===== config.mk =====
export PLATFORM = sky130hd
export DESIGN_NAME = mesg_ctrl
export DESIGN_NICKNAME = d
export VERILOG_FILES = /design/src/hw/rtl/mesg_pkg.sv /design/src/hw/rtl/mesg_ctrl.sv
export SDC_FILE = /design/constraint.sdc
export NUM_CORES = 1
export LEC_CHECK = 0
export BUFFER_PORTS_ARGS = -buffer_cell sky130_fd_sc_hd__buf_4
export CAP_MARGIN = 30
export CORE_AREA = 2 2 39 41
export DETAILED_ROUTE_END_ITERATION = 8
export DIE_AREA = 0 0 41 43
export PLACE_DENSITY = 0.72
export SETUP_SLACK_MARGIN = 0.1
export SYNTH_ARGS = -nofsm -noshare
export SYNTH_HDL_FRONTEND = slang
export SYNTH_SLANG_ARGS = --single-unit
export TNS_END_PERCENT = 1

===== constraint.sdc =====
create_clock -name clk -period 1.8 [get_ports clk]
set_clock_uncertainty 0.2 [all_clocks]
set_input_delay 0.18 -clock clk [delete_from_list [all_inputs] [get_ports clk]]
set_output_delay 0.18 -clock clk [all_outputs]
set_load 0.005 [all_outputs]

===== src/hw/rtl/mesg_pkg.sv =====
`default_nettype none
package mesg_pkg;

	localparam int COORD_BITS_DEF  = 16;
	localparam int RADIUS_BITS_DEF = 12;
	localparam int COLOR_BITS      = 32;
	localparam int EMIT_IDX_BITS   = 2;

	localparam logic OP_START = 1'b0;
	localparam logic OP_STEP  = 1'b1;

	typedef enum logic [4:0] {
		DP_NONE,
		DP_LOAD,
		DP_SQ_RX,
		DP_SQ_RY,
		DP_RX2_RY,
		DP_INIT_R1,
		DP_SNAP,
		DP_STEP_A,
		DP_STEP_B,
		DP_R2_NX2,
		DP_R2_NXADD,
		DP_R2_MUL_RY2,
		DP_R2_YM2,
		DP_R2_MUL_RX2,
		DP_R2_ACC,
		DP_R2_FINAL,
		DP_EMIT
	} mesg_op_t;

	typedef enum logic [3:0] {
		S_WAIT,
		S_SQ_RX,
		S_SQ_RY,
		S_RX2_RY,
		S_INIT_R1,
		S_STEP_A,
		S_STEP_B,
		S_R2_NX2,
		S_R2_NXADD,
		S_R2_MUL_RY2,
		S_R2_YM2,
		S_R2_MUL_RX2,
		S_R2_ACC,
		S_R2_FINAL,
		S_EMIT
	} mesg_state_t;

	typedef struct packed {
		mesg_op_t                 op;
		logic [EMIT_IDX_BITS-1:0] emit_idx;
	} mesg_cmd_t;

	typedef struct packed {
		logic active;
		logic filled;
		logic go_r2;
		logic slot_free;
	} mesg_sts_t;

endpackage
`default_nettype wire


===== src/hw/rtl/mesg_ctrl.sv =====
`default_nettype none
module mesg_ctrl import mesg_pkg::*; (
	input  wire logic      clk,
	input  wire logic      arst_n,
	input  wire logic      in_valid,
	input  wire logic      operation,
	output logic           in_ready,
	input  wire mesg_sts_t sts,
	output mesg_cmd_t      cmd
);

	mesg_state_t              state_q, state_d;
	logic [EMIT_IDX_BITS-1:0] idx_q, idx_d;

	always_ff @(posedge clk or negedge arst_n) begin
		if (!arst_n) begin
			state_q <= S_WAIT;
			idx_q   <= '0;
		end else begin
			state_q <= state_d;
			idx_q   <= idx_d;
		end
	end

	always_comb begin
		state_d      = state_q;
		idx_d        = idx_q;
		cmd.op       = DP_NONE;
		cmd.emit_idx = idx_q;
		in_ready     = 1'b0;
		unique case (state_q)
			S_WAIT: begin
				in_ready = 1'b1;
				if (in_valid) begin
					if (operation == OP_START) begin
						cmd.op  = DP_LOAD;
						state_d = S_SQ_RX;
					end else if (sts.active) begin
						cmd.op  = DP_SNAP;
						state_d = S_STEP_A;
					end
				end
			end
			S_SQ_RX: begin
				cmd.op  = DP_SQ_RX;
				state_d = S_SQ_RY;
			end
			S_SQ_RY: begin
				cmd.op  = DP_SQ_RY;
				state_d = S_RX2_RY;
			end
			S_RX2_RY: begin
				cmd.op  = DP_RX2_RY;
				state_d = S_INIT_R1;
			end
			S_INIT_R1: begin
				cmd.op  = DP_INIT_R1;
				state_d = S_WAIT;
			end
			S_STEP_A: begin
				cmd.op  = DP_STEP_A;
				state_d = S_STEP_B;
			end
			S_STEP_B: begin
				cmd.op  = DP_STEP_B;
				state_d = sts.go_r2 ? S_R2_NX2 : S_EMIT;
				idx_d   = '0;
			end
			S_R2_NX2: begin
				cmd.op  = DP_R2_NX2;
				state_d = S_R2_NXADD;
			end
			S_R2_NXADD: begin
				cmd.op  = DP_R2_NXADD;
				state_d = S_R2_MUL_RY2;
			end
			S_R2_MUL_RY2: begin
				cmd.op  = DP_R2_MUL_RY2;
				state_d = S_R2_YM2;
			end
			S_R2_YM2: begin
				cmd.op  = DP_R2_YM2;
				state_d = S_R2_MUL_RX2;
			end
			S_R2_MUL_RX2: begin
				cmd.op  = DP_R2_MUL_RX2;
				state_d = S_R2_ACC;
			end
			S_R2_ACC: begin
				cmd.op  = DP_R2_ACC;
				state_d = S_R2_FINAL;
			end
			S_R2_FINAL: begin
				cmd.op  = DP_R2_FINAL;
				state_d = S_EMIT;
				idx_d   = '0;
			end
			S_EMIT: begin
				if (sts.slot_free) begin
					cmd.op = DP_EMIT;
					if ((sts.filled && idx_q == EMIT_IDX_BITS'(1)) || idx_q == '1) begin
						idx_d   = '0;
						state_d = S_WAIT;
					end else begin
						idx_d = idx_q + EMIT_IDX_BITS'(1);
					end
				end
			end
			default: begin
				state_d = S_WAIT;
			end
		endcase
	end

endmodule
`default_nettype wire


==> flow_summary.json <==
{
  "status": "finished clean",
  "globalRouteOverflowTotal": 0,
  "reg2reg_depth": 5,
  "grt_antenna_before_repair": 0,
  "n_antenna_cell": 0,
  "topRoutingLayerUsed": "met3",
  "dp_slack_ps": 179,
  "detail-route-antenna-nets": 0,
  "slew_viol_final": 0,
  "grt_pass1_vias": 493,
  "synthTopCellsByArea": "dfrtp_1 27%, nand2b_1 5.7%, a21oi_1 5.4%",
  "die_h_um": 43,
  "clockBufferDepth": 2,
  "wl_met2_um": 699,
  "start_util_pct": 40.0,
  "clock_sinks": 6,
  "rsz0062_at_grt": "true",
  "core_um2": 1380,
  "relSlewSlack_pct": 80.0,
  "finalWeightedCongestion": 0.724,
  "wl_met3_um": 72,
  "synth_top_area_share_pct": 27.1,
  "routed_wl_um": 1360,
  "slowest_stage": "dfrtp_2",
  "drt_iter0_markers": 4,
  "synthArstFlopShare_pct": 100,
  "avgViaCountPerCell": 5.34,
  "drt-pass1-iter-count": 2,
  "met1_length_um": 591,
  "syn_area_um2": 553,
  "io_buffer_count": 15,
  "leakagePower_nw": 0.366,
  "fin_crit_ps": 1740,
  "finalHoldViolCount": 0,
  "areaGrowthSynthToFinish_pct": 43.2,
  "fin_crit_sh_pct": 96.8,
  "num_io_pins": 16,
  "synth_seq_cells": 6,
  "end_kind": "output port",
  "die_w_um": 41,
  "cp.depth": 4,
  "reg2reg_to": "idx_q[0]",
  "worstMarginPinSlew_ps": 298,
  "wl_per_cell_um": 12.9,
  "setup_violations": 0,
  "rrSetupSlack_ps": 190,
  "min_path_type": "in2reg",
  "nets": 102,
  "path_clk_slew_ps": 50,
  "required_ps": 1420,
  "dp_hpwl_um": 897,
  "synthFlopType": "dfrtp_1",
  "cap_violations": 0,
  "path_common_cell": "buf_4",
  "insertion_delay_ps": 240,
  "ys_seq_area_share_pct": 27.1,
  "worst-path-buf-inv": 2,
  "numCtsBuffers": 3,
  "finalWorstSetupSlack_ps": 57.9,
  "grt_pass1_wl_um": 2210,
  "cts_root_buf": "clkbuf_4",
  "final_util_pct": 57.2,
  "cts_tree": "built",
  "die_area_um2": 1760,
  "arrival_ps": 1360,
  "ys_warn_count": 0,
  "track_usage_pct": 18.1,
  "critPathMaxStageDelay_ps": 450,
  "path_delay_family": "flip-flops",
  "syn_nets": 75,
  "synth_edf_count": 0,
  "yosys.area.top_type": "dfrtp_1",
  "regToRegStartpoint": "state_q[0]",
  "critPathLaunch": "state_q[1]",
  "drive_above_1_share_pct": 46.7,
  "fp-row-count": 14,
  "yosys.cell_types.count": 34,
  "ir_worst_vdd_mv": 0.719,
  "criticalPathCategory": "reg2out",
  "drc_errors": 0,
  "crit_path_max_fanout": 6,
  "power.density_nw_per_um2": 1710,
  "fmax_mhz": 574,
  "critical_path.startpoint_type": "flop",
  "via_count": 566,
  "grt_max_degree": 10,
  "crit_chain": "buf_4, and4b_1, and2_1, buf_4",
  "htree_num_levels": 1,
  "critPathCapture": "cmd[6]",
  "avgSynthCellArea_um2": 8.51,
  "synth_cells": 65
}
==> how the worst min path moves through the flow <==
stage,start,cells after the start,endpoint
finish,sts[1],4,state_q[3]
global route,sts[1],4,state_q[3]
CTS,sts[1],4,state_q[3]
detailed placement,arst_n,1,idx_q[0]
global placement,arst_n,1,idx_q[0]
floorplan,arst_n,0,idx_q[0]
==> synthesized netlist by cell type (2+ instances only) <==
cell type	instances
inv_1	5
a211oi_1	2
mux2_4	2
o21ai_1	3
buf_4	2
buf_2	2
a21oi_1	6
nand2_1	3
nor2_1	4
ha_1	2
dfrtp_1	6
o21ai_0	2
nand2b_1	5
==> per-layer routing <==
layer	GRT usage, %	vias up
met2	27.8	17
met5	0	-
li1	-	281
met4	6.00	0
met3	3.14	0
met1	24.5	268
==> flip-flops by register name (all words and copies together) (netlist names) <==
signal / count
state_q: 4
idx_q: 2
==> stage by stage <==
| stage | instances | TNS, ps | hold slack [ps] | cell area (um2) | total power, mW |
|---|---|---|---|---|---|
| floorplan | 65 | 0 | -316 | 553 | 0.808 |
| global placement | 94 | 0 | -208 | 672 | 1.02 |
| detailed placement | 94 | 0 | -204 | 672 | 1.03 |
| CTS | 102 | 0 | 53.5 | 739 | 1.24 |
| global route | 106 | -69.0 | 56.2 | 792 | 1.48 |
| finish | 106 | 0 | 55.6 | 792 | 1.35 |
==> logic make-up (layout without fill, tap and decap cells) <==
group / count (synthesis) / after routing / share of synthesized area, %
XOR/XNOR: 1 / 1 / 1.58
adder cells (fa/ha/maj): 2 / 2 / 4.52
buffers and inverters: 10 / 35 / 9.95
AO/OA/AOI/OAI: 21 / 21 / 25.3
AND/OR/NAND/NOR: 23 / 23 / 26.0
multiplexers: 2 / 2 / 5.43
flip-flops: 6 / 6 / 27.1
==> cell type report <==
type,instances,area (um2)
fillers,132,592
clock buffers,3,22.5
well taps,16,20.0
multi-input cells,49,359
flip-flops and latches,6,155
repair buffers,27,216
inverters,5,18.8
==> power by group <==
| part | switching (mW) | total, mW | internal, mW |
|---|---|---|---|
| combinational | 0.381 | 0.899 | 0.517 |
| clock | 0.0528 | 0.129 | 0.0758 |
| sequential | 0.120 | 0.324 | 0.204 |
==> cells in the final DEF (no fill, tap or decap), drive strengths merged <==
cell type,n
o22ai,2
or3,1
nor2,5
nand2b,5
a211oi,2
inv,5
o21ai,5
a32o,1
ha,2
and4b,1
o211ai,1
nor2b,2
buf,26
nor4,2
dfrtp,6
mux2,2
a21oi,6
xnor2,1
clkbuf,3
nand2,4
dlygate4sd3,1
o21bai,1
and3,1
a31oi,1
or2,1
o2111a,1
and2,1
a41oi,1
==> worst register-to-register path, stage by stage (launching register included) <==
cell and delay (ps):
dfrtp_2 460, buf_4 170, nand2b_1 160, o22ai_2 110, nand2_2 90, mux2_4 300
==> repair_timing <==
item | in CTS | in global routing
resized for setup | 4 | 5
buffers inserted | 4 | 4
endpoints found under the hold margin | 6 | 0
setup endpoints to repair | 6 | 6
pin swaps | 0 | 4
hold buffers | 1 | 0
(Power assumes the default switching activity.)
