$ cat config.mk
export PLATFORM = sky130hd
export DESIGN_NAME = mesg_dp
export DESIGN_NICKNAME = d
export VERILOG_FILES = /design/src/hw/rtl/mesg_pkg.sv /design/src/hw/rtl/mesg_dp.sv
export SDC_FILE = /design/constraint.sdc
export NUM_CORES = 2
export LEC_CHECK = 0
export ABC_CLOCK_PERIOD_IN_PS = 13650
export BUFFER_PORTS_ARGS = -buffer_cell sky130_fd_sc_hd__buf_2
export CAP_MARGIN = 0
export CORE_MARGIN = 3
export CORE_UTILIZATION = 50
export CTS_CLUSTER_DIAMETER = 100
export CTS_CLUSTER_SIZE = 10
export DETAILED_ROUTE_END_ITERATION = 16
export PLACE_DENSITY = 0.66
export SLEW_MARGIN = 20
export SYNTH_ARGS = -nofsm -noshare
export SYNTH_HDL_FRONTEND = slang
export SYNTH_SLANG_ARGS = --single-unit
$ cat constraint.sdc
create_clock -name clk -period 13.65 [get_ports clk]
set_clock_uncertainty 0.2 [all_clocks]
set_input_delay 2.73 -clock clk [delete_from_list [all_inputs] [get_ports clk]]
set_output_delay 2.73 -clock clk [all_outputs]
set_load 0.1 [all_outputs]
$ cat src/hw/rtl/mesg_pkg.sv
`default_nettype none
package mesg_pkg;

	localparam int COORD_BITS_DEF  = 16;
	localparam int RADIUS_BITS_DEF = 12;
	localparam int COLOR_BITS      = 32;
	localparam int EMIT_IDX_BITS   = 2;

	localparam logic OP_START = 1'b0;
	localparam logic OP_STEP  = 1'b1;

	typedef enum logic [4:0] {
		DP_NONE,
		DP_LOAD,
		DP_SQ_RX,
		DP_SQ_RY,
		DP_RX2_RY,
		DP_INIT_R1,
		DP_SNAP,
		DP_STEP_A,
		DP_STEP_B,
		DP_R2_NX2,
		DP_R2_NXADD,
		DP_R2_MUL_RY2,
		DP_R2_YM2,
		DP_R2_MUL_RX2,
		DP_R2_ACC,
		DP_R2_FINAL,
		DP_EMIT
	} mesg_op_t;

	typedef enum logic [3:0] {
		S_WAIT,
		S_SQ_RX,
		S_SQ_RY,
		S_RX2_RY,
		S_INIT_R1,
		S_STEP_A,
		S_STEP_B,
		S_R2_NX2,
		S_R2_NXADD,
		S_R2_MUL_RY2,
		S_R2_YM2,
		S_R2_MUL_RX2,
		S_R2_ACC,
		S_R2_FINAL,
		S_EMIT
	} mesg_state_t;

	typedef struct packed {
		mesg_op_t                 op;
		logic [EMIT_IDX_BITS-1:0] emit_idx;
	} mesg_cmd_t;

	typedef struct packed {
		logic active;
		logic filled;
		logic go_r2;
		logic slot_free;
	} mesg_sts_t;

endpackage
`default_nettype wire

$ cat src/hw/rtl/mesg_dp.sv
`default_nettype none
module mesg_dp import mesg_pkg::*; #(
	parameter int COORD_BITS  = COORD_BITS_DEF,
	parameter int RADIUS_BITS = RADIUS_BITS_DEF
) (
	input  wire logic                          clk,
	input  wire logic                          arst_n,
	input  wire mesg_cmd_t                     cmd,
	output mesg_sts_t                          sts,
	input  wire logic signed [COORD_BITS-1:0]  center_x,
	input  wire logic signed [COORD_BITS-1:0]  center_y,
	input  wire logic        [RADIUS_BITS-1:0] radius_x,
	input  wire logic        [RADIUS_BITS-1:0] radius_y,
	input  wire logic        [COLOR_BITS-1:0]  color,
	input  wire logic                          filled,
	output logic                               out_valid,
	input  wire logic                          out_ready,
	output logic signed      [COORD_BITS:0]    span_x,
	output logic signed      [COORD_BITS:0]    span_y,
	output logic             [RADIUS_BITS:0]   span_length,
	output logic             [COLOR_BITS-1:0]  span_color,
	output logic                               last,
	output logic                               done_res
);

	localparam int XW   = RADIUS_BITS + 2;
	localparam int SQW  = 2 * RADIUS_BITS;
	localparam int DW   = 3 * RADIUS_BITS + 4;
	localparam int DECW = 4 * RADIUS_BITS + 4;
	localparam int MW   = 2 * RADIUS_BITS + 4;
	localparam int PW   = 2 * MW;
	localparam int SPW  = COORD_BITS + 1;
	localparam int LENW = RADIUS_BITS + 1;
	localparam int SUMW = ((COORD_BITS > XW) ? COORD_BITS : XW) + 1;

	logic [RADIUS_BITS-1:0]       rx_q, ry_q;
	logic signed [COORD_BITS-1:0] ccol_q, crow_q;
	logic [COLOR_BITS-1:0]        color_q;
	logic                         fill_q, fin_q;
	logic                         active_q, region_q, ov_q;
	logic signed [XW-1:0]         px_q, py_q;
	logic [SQW-1:0]               rx2_q, ry2_q;
	logic signed [DW-1:0]         dx_q, dy_q;
	logic signed [DECW-1:0]       dec_q, acc_q, t2_q;
	logic signed [MW-1:0]         t1_q;
	logic signed [SPW-1:0]        sxp_q, sxn_q, syp_q, syn_q;
	logic [LENW-1:0]              len_q;
	logic signed [SPW-1:0]        ox_q, oy_q;
	logic [LENW-1:0]              olen_q;
	logic [COLOR_BITS-1:0]        ocol_q;
	logic                         olast_q, odone_q;

	logic signed [MW-1:0]   mul_a, mul_b, rx_m, ry_m, rx2_m, ry2_m, px_m, ym_m;
	logic signed [PW-1:0]   mul_p;
	logic signed [DW-1:0]   two_rx2, two_ry2;
	logic signed [DECW-1:0] rx2_d, ry2_d, dx_d, dy_d, rx2_qtr;
	logic signed [SUMW-1:0] ccol_s, crow_s, px_s, py_s;
	logic                   dec_neg, dec_pos, slot_free;
	logic                   emit_last;
	logic [EMIT_IDX_BITS-1:0] k;

	assign rx_m   = $signed({{(MW-RADIUS_BITS){1'b0}}, rx_q});
	assign ry_m   = $signed({{(MW-RADIUS_BITS){1'b0}}, ry_q});
	assign rx2_m  = $signed({{(MW-SQW){1'b0}}, rx2_q});
	assign ry2_m  = $signed({{(MW-SQW){1'b0}}, ry2_q});
	assign px_m   = $signed({{(MW-XW){px_q[XW-1]}}, px_q});
	assign ym_m   = $signed({{(MW-XW){py_q[XW-1]}}, py_q}) - MW'(1);

	assign two_rx2 = $signed({{(DW-SQW-1){1'b0}}, rx2_q, 1'b0});
	assign two_ry2 = $signed({{(DW-SQW-1){1'b0}}, ry2_q, 1'b0});
	assign rx2_d   = $signed({{(DECW-SQW){1'b0}}, rx2_q});
	assign ry2_d   = $signed({{(DECW-SQW){1'b0}}, ry2_q});
	assign rx2_qtr = $signed({{(DECW-SQW+2){1'b0}}, rx2_q[SQW-1:2]});
	assign dx_d    = $signed({{(DECW-DW){dx_q[DW-1]}}, dx_q});
	assign dy_d    = $signed({{(DECW-DW){dy_q[DW-1]}}, dy_q});

	assign ccol_s = $signed({{(SUMW-COORD_BITS){ccol_q[COORD_BITS-1]}}, ccol_q});
	assign crow_s = $signed({{(SUMW-COORD_BITS){crow_q[COORD_BITS-1]}}, crow_q});
	assign px_s   = $signed({{(SUMW-XW){px_q[XW-1]}}, px_q});
	assign py_s   = $signed({{(SUMW-XW){py_q[XW-1]}}, py_q});

	assign dec_neg   = dec_q[DECW-1];
	assign dec_pos   = !dec_q[DECW-1] && (dec_q != '0);
	assign slot_free = !ov_q || out_ready;
	assign k         = cmd.emit_idx;
	assign emit_last = fill_q ? k[0] : (k == '1);

	always_comb begin
		unique case (cmd.op)
			DP_SQ_RX: begin
				mul_a = rx_m;
				mul_b = rx_m;
			end
			DP_SQ_RY: begin
				mul_a = ry_m;
				mul_b = ry_m;
			end
			DP_RX2_RY: begin
				mul_a = rx2_m;
				mul_b = ry_m;
			end
			DP_R2_NX2: begin
				mul_a = px_m;
				mul_b = px_m;
			end
			DP_R2_MUL_RY2: begin
				mul_a = ry2_m;
				mul_b = t1_q;
			end
			DP_R2_YM2: begin
				mul_a = ym_m;
				mul_b = ym_m;
			end
			DP_R2_MUL_RX2: begin
				mul_a = rx2_m;
				mul_b = t1_q;
			end
			DP_R2_ACC: begin
				mul_a = rx2_m;
				mul_b = ry2_m;
			end
			default: begin
				mul_a = '0;
				mul_b = '0;
			end
		endcase
	end

	assign mul_p = mul_a * mul_b;

	always_ff @(posedge clk or negedge arst_n) begin
		if (!arst_n) begin
			active_q <= 1'b0;
			region_q <= 1'b0;
			ov_q     <= 1'b0;
		end else begin
			unique case (cmd.op)
				DP_LOAD: begin
					active_q <= 1'b0;
					region_q <= 1'b0;
				end
				DP_INIT_R1: begin
					active_q <= (rx_q != '0) && (ry_q != '0);
				end
				DP_STEP_B: begin
					if (!region_q) begin
						if (dx_q >= dy_q)
							region_q <= 1'b1;
					end else if (py_q[XW-1] || py_q == '0) begin
						active_q <= 1'b0;
					end
				end
				default: begin
				end
			endcase
			if (cmd.op == DP_EMIT)
				ov_q <= 1'b1;
			else if (out_ready)
				ov_q <= 1'b0;
		end
	end

	always_ff @(posedge clk) begin
		unique case (cmd.op)
			DP_LOAD: begin
				rx_q    <= radius_x;
				ry_q    <= radius_y;
				ccol_q  <= center_x;
				crow_q  <= center_y;
				color_q <= color;
				fill_q  <= filled;
				px_q    <= '0;
				py_q    <= $signed({{(XW-RADIUS_BITS){1'b0}}, radius_y});
				dx_q    <= '0;
			end
			DP_SQ_RX: rx2_q <= mul_p[SQW-1:0];
			DP_SQ_RY: ry2_q <= mul_p[SQW-1:0];
			DP_RX2_RY: t2_q <= mul_p[DECW-1:0];
			DP_INIT_R1: begin
				dy_q  <= {t2_q[DW-2:0], 1'b0};
				dec_q <= ry2_d - t2_q + rx2_qtr;
			end
			DP_SNAP: begin
				fin_q <= 1'b0;
				sxp_q <= SPW'(ccol_s + px_s);
				sxn_q <= SPW'(ccol_s - px_s);
				syp_q <= SPW'(crow_s + py_s);
				syn_q <= SPW'(crow_s - py_s);
				len_q <= {px_q[RADIUS_BITS-1:0], 1'b1};
			end
			DP_STEP_A: begin
				if (!region_q) begin
					dx_q <= dx_q + two_ry2;
					px_q <= px_q + XW'(1);
					if (!dec_neg) begin
						dy_q <= dy_q - two_rx2;
						py_q <= py_q - XW'(1);
					end
				end else begin
					dy_q <= dy_q - two_rx2;
					if (!dec_pos) begin
						dx_q <= dx_q + two_ry2;
						px_q <= px_q + XW'(1);
					end
				end
			end
			DP_STEP_B: begin
				if (!region_q) begin
					if (dec_neg)
						dec_q <= dec_q + dx_d + ry2_d;
					else
						dec_q <= dec_q + dx_d - dy_d + ry2_d;
				end else begin
					if (dec_pos)
						dec_q <= dec_q + rx2_d - dy_d;
					else
						dec_q <= dec_q + dx_d - dy_d + rx2_d;
					py_q <= py_q - XW'(1);
					if (py_q[XW-1] || py_q == '0)
						fin_q <= 1'b1;
				end
			end
			DP_R2_NX2: t1_q <= mul_p[MW-1:0];
			DP_R2_NXADD: t1_q <= t1_q + px_m;
			DP_R2_MUL_RY2: acc_q <= mul_p[DECW-1:0];
			DP_R2_YM2: t1_q <= mul_p[MW-1:0];
			DP_R2_MUL_RX2: t2_q <= mul_p[DECW-1:0];
			DP_R2_ACC: begin
				acc_q <= acc_q + t2_q;
				t2_q  <= mul_p[DECW-1:0];
			end
			DP_R2_FINAL: dec_q <= acc_q - t2_q;
			DP_EMIT: begin
				ocol_q  <= color_q;
				olast_q <= emit_last;
				odone_q <= emit_last && fin_q;
				if (fill_q) begin
					ox_q   <= sxn_q;
					oy_q   <= k[0] ? syn_q : syp_q;
					olen_q <= len_q;
				end else begin
					ox_q   <= k[0] ? sxn_q : sxp_q;
					oy_q   <= k[1] ? syn_q : syp_q;
					olen_q <= LENW'(1);
				end
			end
			default: begin
			end
		endcase
	end

	assign sts.active    = active_q;
	assign sts.filled    = fill_q;
	assign sts.go_r2     = !region_q && (dx_q >= dy_q);
	assign sts.slot_free = slot_free;

	assign out_valid   = ov_q;
	assign span_x      = ox_q;
	assign span_y      = oy_q;
	assign span_length = olen_q;
	assign span_color  = ocol_q;
	assign last        = olast_q;
	assign done_res    = odone_q;

endmodule
`default_nettype wire

==> impl_metrics.json <==
{
  "r2r_end": "acc_q[51]",
  "crit_buf_inv": 7,
  "rsz0062_at_grt": "no",
  "final.period_utilization": 0.936,
  "cts.sink_count": 589,
  "portBuffers": 183,
  "yosysTopAreaCellShare": 0.230,
  "vdd_drop_max_uv": 83.6,
  "ys_types": 111,
  "synth-main-ff-cell": "edfxtp_1",
  "ys_warn_count": 0,
  "drv_cap": 0,
  "async_flop_share": 0.00509,
  "cp.arrival_ns": 12.95,
  "reg2reg_setup_slack_ns": 2.16,
  "cts_made_buffers": 72,
  "timing.fmax_ghz": 0.0783,
  "crit_type": "input pin to flip-flop",
  "grt_first_pass_wirelength_mm": 374,
  "yosysMostFrequentCell": "inv_1",
  "wl_per_cell_um": 23.1,
  "pwr-share-comb": 0.357,
  "grt_pass1_vias": 63308,
  "drt_wl_total_mm": 245,
  "ys_seq_area_frac": 0.231,
  "cellInternalPower_mw": 3.94,
  "synth_top_area_cell": "edfxtp_1",
  "critPathSlowestCell": "fa_1",
  "max_stage_delay_ns": 0.59,
  "drtIter0Drc": 5840,
  "hpwl_mm": 202,
  "post_cts.repair.setup_buffers": 0,
  "clock_power_share": 0.296,
  "clockBufferDepth": 3,
  "fillCellCount": 13679,
  "dr.pass1.iters": 8,
  "setup-violations-final": 0,
  "critical_path_required_ns": 13.83,
  "worst_r2r_path_depth": 35,
  "period_minus_slack_ns": 12.77,
  "syn-cell-area_sq_um": 76600,
  "cts_htree_levels": 3,
  "start_util": 0.507,
  "dieArea_sq_um": 158000,
  "ys_ff_latch": 589,
  "antenna_left": 0,
  "path_max_fanout": 12,
  "power_leakage_nw": 37.2,
  "post-route-util": 0.546,
  "fin_tns_setup_ns": 0,
  "antenna_found_initial": 2,
  "hold_violations": 0,
  "seqPwrFrac": 0.347,
  "final_nets": 10142,
  "syn_avg_cell_area_sq_um": 9.10,
  "grt_use_total": 0.308,
  "worst_setup_path_end_kind": "flip-flop",
  "startpoint_type": "input pin",
  "p_per_area_nw_per_um2": 74.8,
  "die_w_um": 397,
  "status": "completed",
  "vias": 62885,
  "power.switching_mw": 2.23,
  "crit_family": "adder cells",
  "crit_top_cell": "fa_1",
  "worstMarginPinSlew_ns": 1.05,
  "hp-start": "color_q[15]",
  "postSynthCellCount": 8418,
  "area_growth_pct": 7.75,
  "synthTopCellsByArea": "edfxtp_1 (23%), fa_1 (21%), ha_1 (12%)",
  "cts_tree": "built",
  "die_y_um": 397,
  "p_sw_frac": 0.361,
  "synthTopCellsByCount": "inv_1 (1,226), nand2_1 (801), fa_1 (795), nor2_1 (730), ha_1 (711)",
  "cts.clk_slew.worst_paths_ns": 0.05,
  "gp_congestion": 0.998,
  "drc": 0,
  "drive_gt1_frac": 0.0731,
  "core-area_sq_um": 151000,
  "grt_max_degree": 88,
  "viasPerCell": 5.94,
  "root_buffer": "clkbuf_16",
  "slew_violations": 0,
  "slew_headroom": 0.299,
  "syn-num-nets": 10023,
  "cts_resized": 0,
  "ios": 185,
  "hold_buffers": 0,
  "hold_path.class": "flip-flop to flip-flop",
  "grt_overflow": 0,
  "hold_end": "span_color[15]",
  "row_count": 142,
  "r2r_start": "py_q[2]",
  "synth_edf_count": 586,
  "hold-path-cell-count": 0,
  "clk-insertion-delay-late_ns": 0.66
}
-- state kept, by name (all words and copies together) (netlist names), 16 cells and up --
name	cells
dec_q	52
sxp_q	17
t1_q	28
span_y	17
dy_q	39
syp_q	17
span_color	32
sxn_q	16
span_x	17
ccol_q	16
t2_q	52
color_q	32
rx2_q	24
acc_q	52
dx_q	39
crow_q	16
syn_q	16
ry2_q	24
-- metal layers --
layer / up-vias / GRT usage / part of all wire
li1: 28809 / - / -
met1: 30961 / 0.438 / 0.43
met2: 2691 / 0.484 / 0.44
met3: 424 / 0.0478 / 0.091
met4: 0 / 0.0950 / 0.034
met5: - / 0 / 0
-- worst max-delay path by stage --
stage | startpoint | to | slack, ns | depth (start not counted)
detailed placement | cmd[2] | acc_q[51] | 0.40 | 36
global route | cmd[2] | acc_q[48] | 0.61 | 32
global placement | cmd[4] | acc_q[51] | 0.50 | 38
finish | cmd[2] | acc_q[51] | 0.88 | 36
CTS | cmd[2] | acc_q[51] | 1.08 | 36
floorplan | cmd[6] | acc_q[51] | 0.75 | 34
-- final cells by class --
class                           instances  area (sq um)  share of cell area
Multi-Input combinational cell       6295         53300               0.646
Sequential cell                       589         17700               0.214
Inverter                             1231          4620              0.0560
Tap cell                             2016          2520              0.0306
Timing Repair Buffer                  348          2240              0.0271
Clock buffer                           98          1930              0.0234
Clock inverter                         13           219             0.00265
Antenna cell                            3          7.51           0.0000910
-- power by group through the flow --
stage	clock [mW]	combinational, mW	sequential (mW)
after global placement	0	2.12	2.17
after detailed placement	0	2.15	2.17
final	1.83	2.21	2.14
after global routing	1.92	2.43	2.14
after CTS	1.86	2.17	2.14
after floorplan	0	1.56	2.15
-- per-stage QoR --
step / power [mW] / cell area, sq um / hold WS (ns) / setup slack [ns] / cells
after floorplan: 3.71 / 76600 / 0.200 / 0.745 / 8418
after global placement: 4.30 / 80300 / 0.200 / 0.501 / 10475
after detailed placement: 4.32 / 80300 / 0.205 / 0.396 / 10477
after CTS: 6.17 / 82500 / 0.203 / 1.08 / 10588
after global routing: 6.49 / 82500 / 0.211 / 0.612 / 10593
final: 6.17 / 82500 / 0.205 / 0.880 / 10593
-- worst reg2reg max path: cells and delay by family (launching register included) --
| family | cells | cell delay [ns] |
|---|---|---|
| AO/OA/AOI/OAI | 12 | 3.48 |
| XOR/XNOR | 2 | 0.72 |
| adder cells (fa/ha/maj) | 9 | 4.17 |
| buffers and inverters | 6 | 0.65 |
| flip-flops | 1 | 0.48 |
| multiplexers | 1 | 0.27 |
| AND/OR/NAND/NOR | 5 | 1.24 |
-- cells in the final DEF, fill, tap and decap left out, types with 41 or more instances in the layout --
cell type,netlist,routed
nor2_1,730,723
clkbuf_16,0,73
nand3_1,113,113
a21oi_1,539,539
buf_4,7,160
nand4_1,48,48
o31ai_1,51,51
o21a_1,65,65
nor3_1,123,121
nand2_1,801,798
a211oi_1,49,45
ha_1,711,711
nor4_1,52,52
edfxtp_1,586,586
xnor2_1,380,380
inv_1,1226,1225
o211ai_1,55,55
buf_2,17,183
and3_1,71,70
a21o_1,184,184
nor2b_1,88,88
and2_1,49,49
or3_1,43,43
o21ai_0,366,363
fa_1,795,795
a31oi_1,41,41
xor2_1,165,165
o21bai_1,84,84
nand2b_1,84,84
mux2_2,58,58
-- cell families (layout without fill, tap and decap cells) --
| family | after synthesis | after routing | share of synthesized area |
|---|---|---|---|
| compound gates | 1823 | 1823 | 0.155 |
| xor+xnor | 546 | 546 | 0.0625 |
| fa+ha+maj | 1506 | 1506 | 0.324 |
| buf+inv | 1534 | 1690 | 0.0759 |
| flops | 589 | 589 | 0.231 |
| mux | 82 | 82 | 0.0117 |
| other cells | 1 | 4 | 0.0000490 |
| simple gates | 2337 | 2337 | 0.141 |
Note: power is estimated with default switching activity, not from simulation.
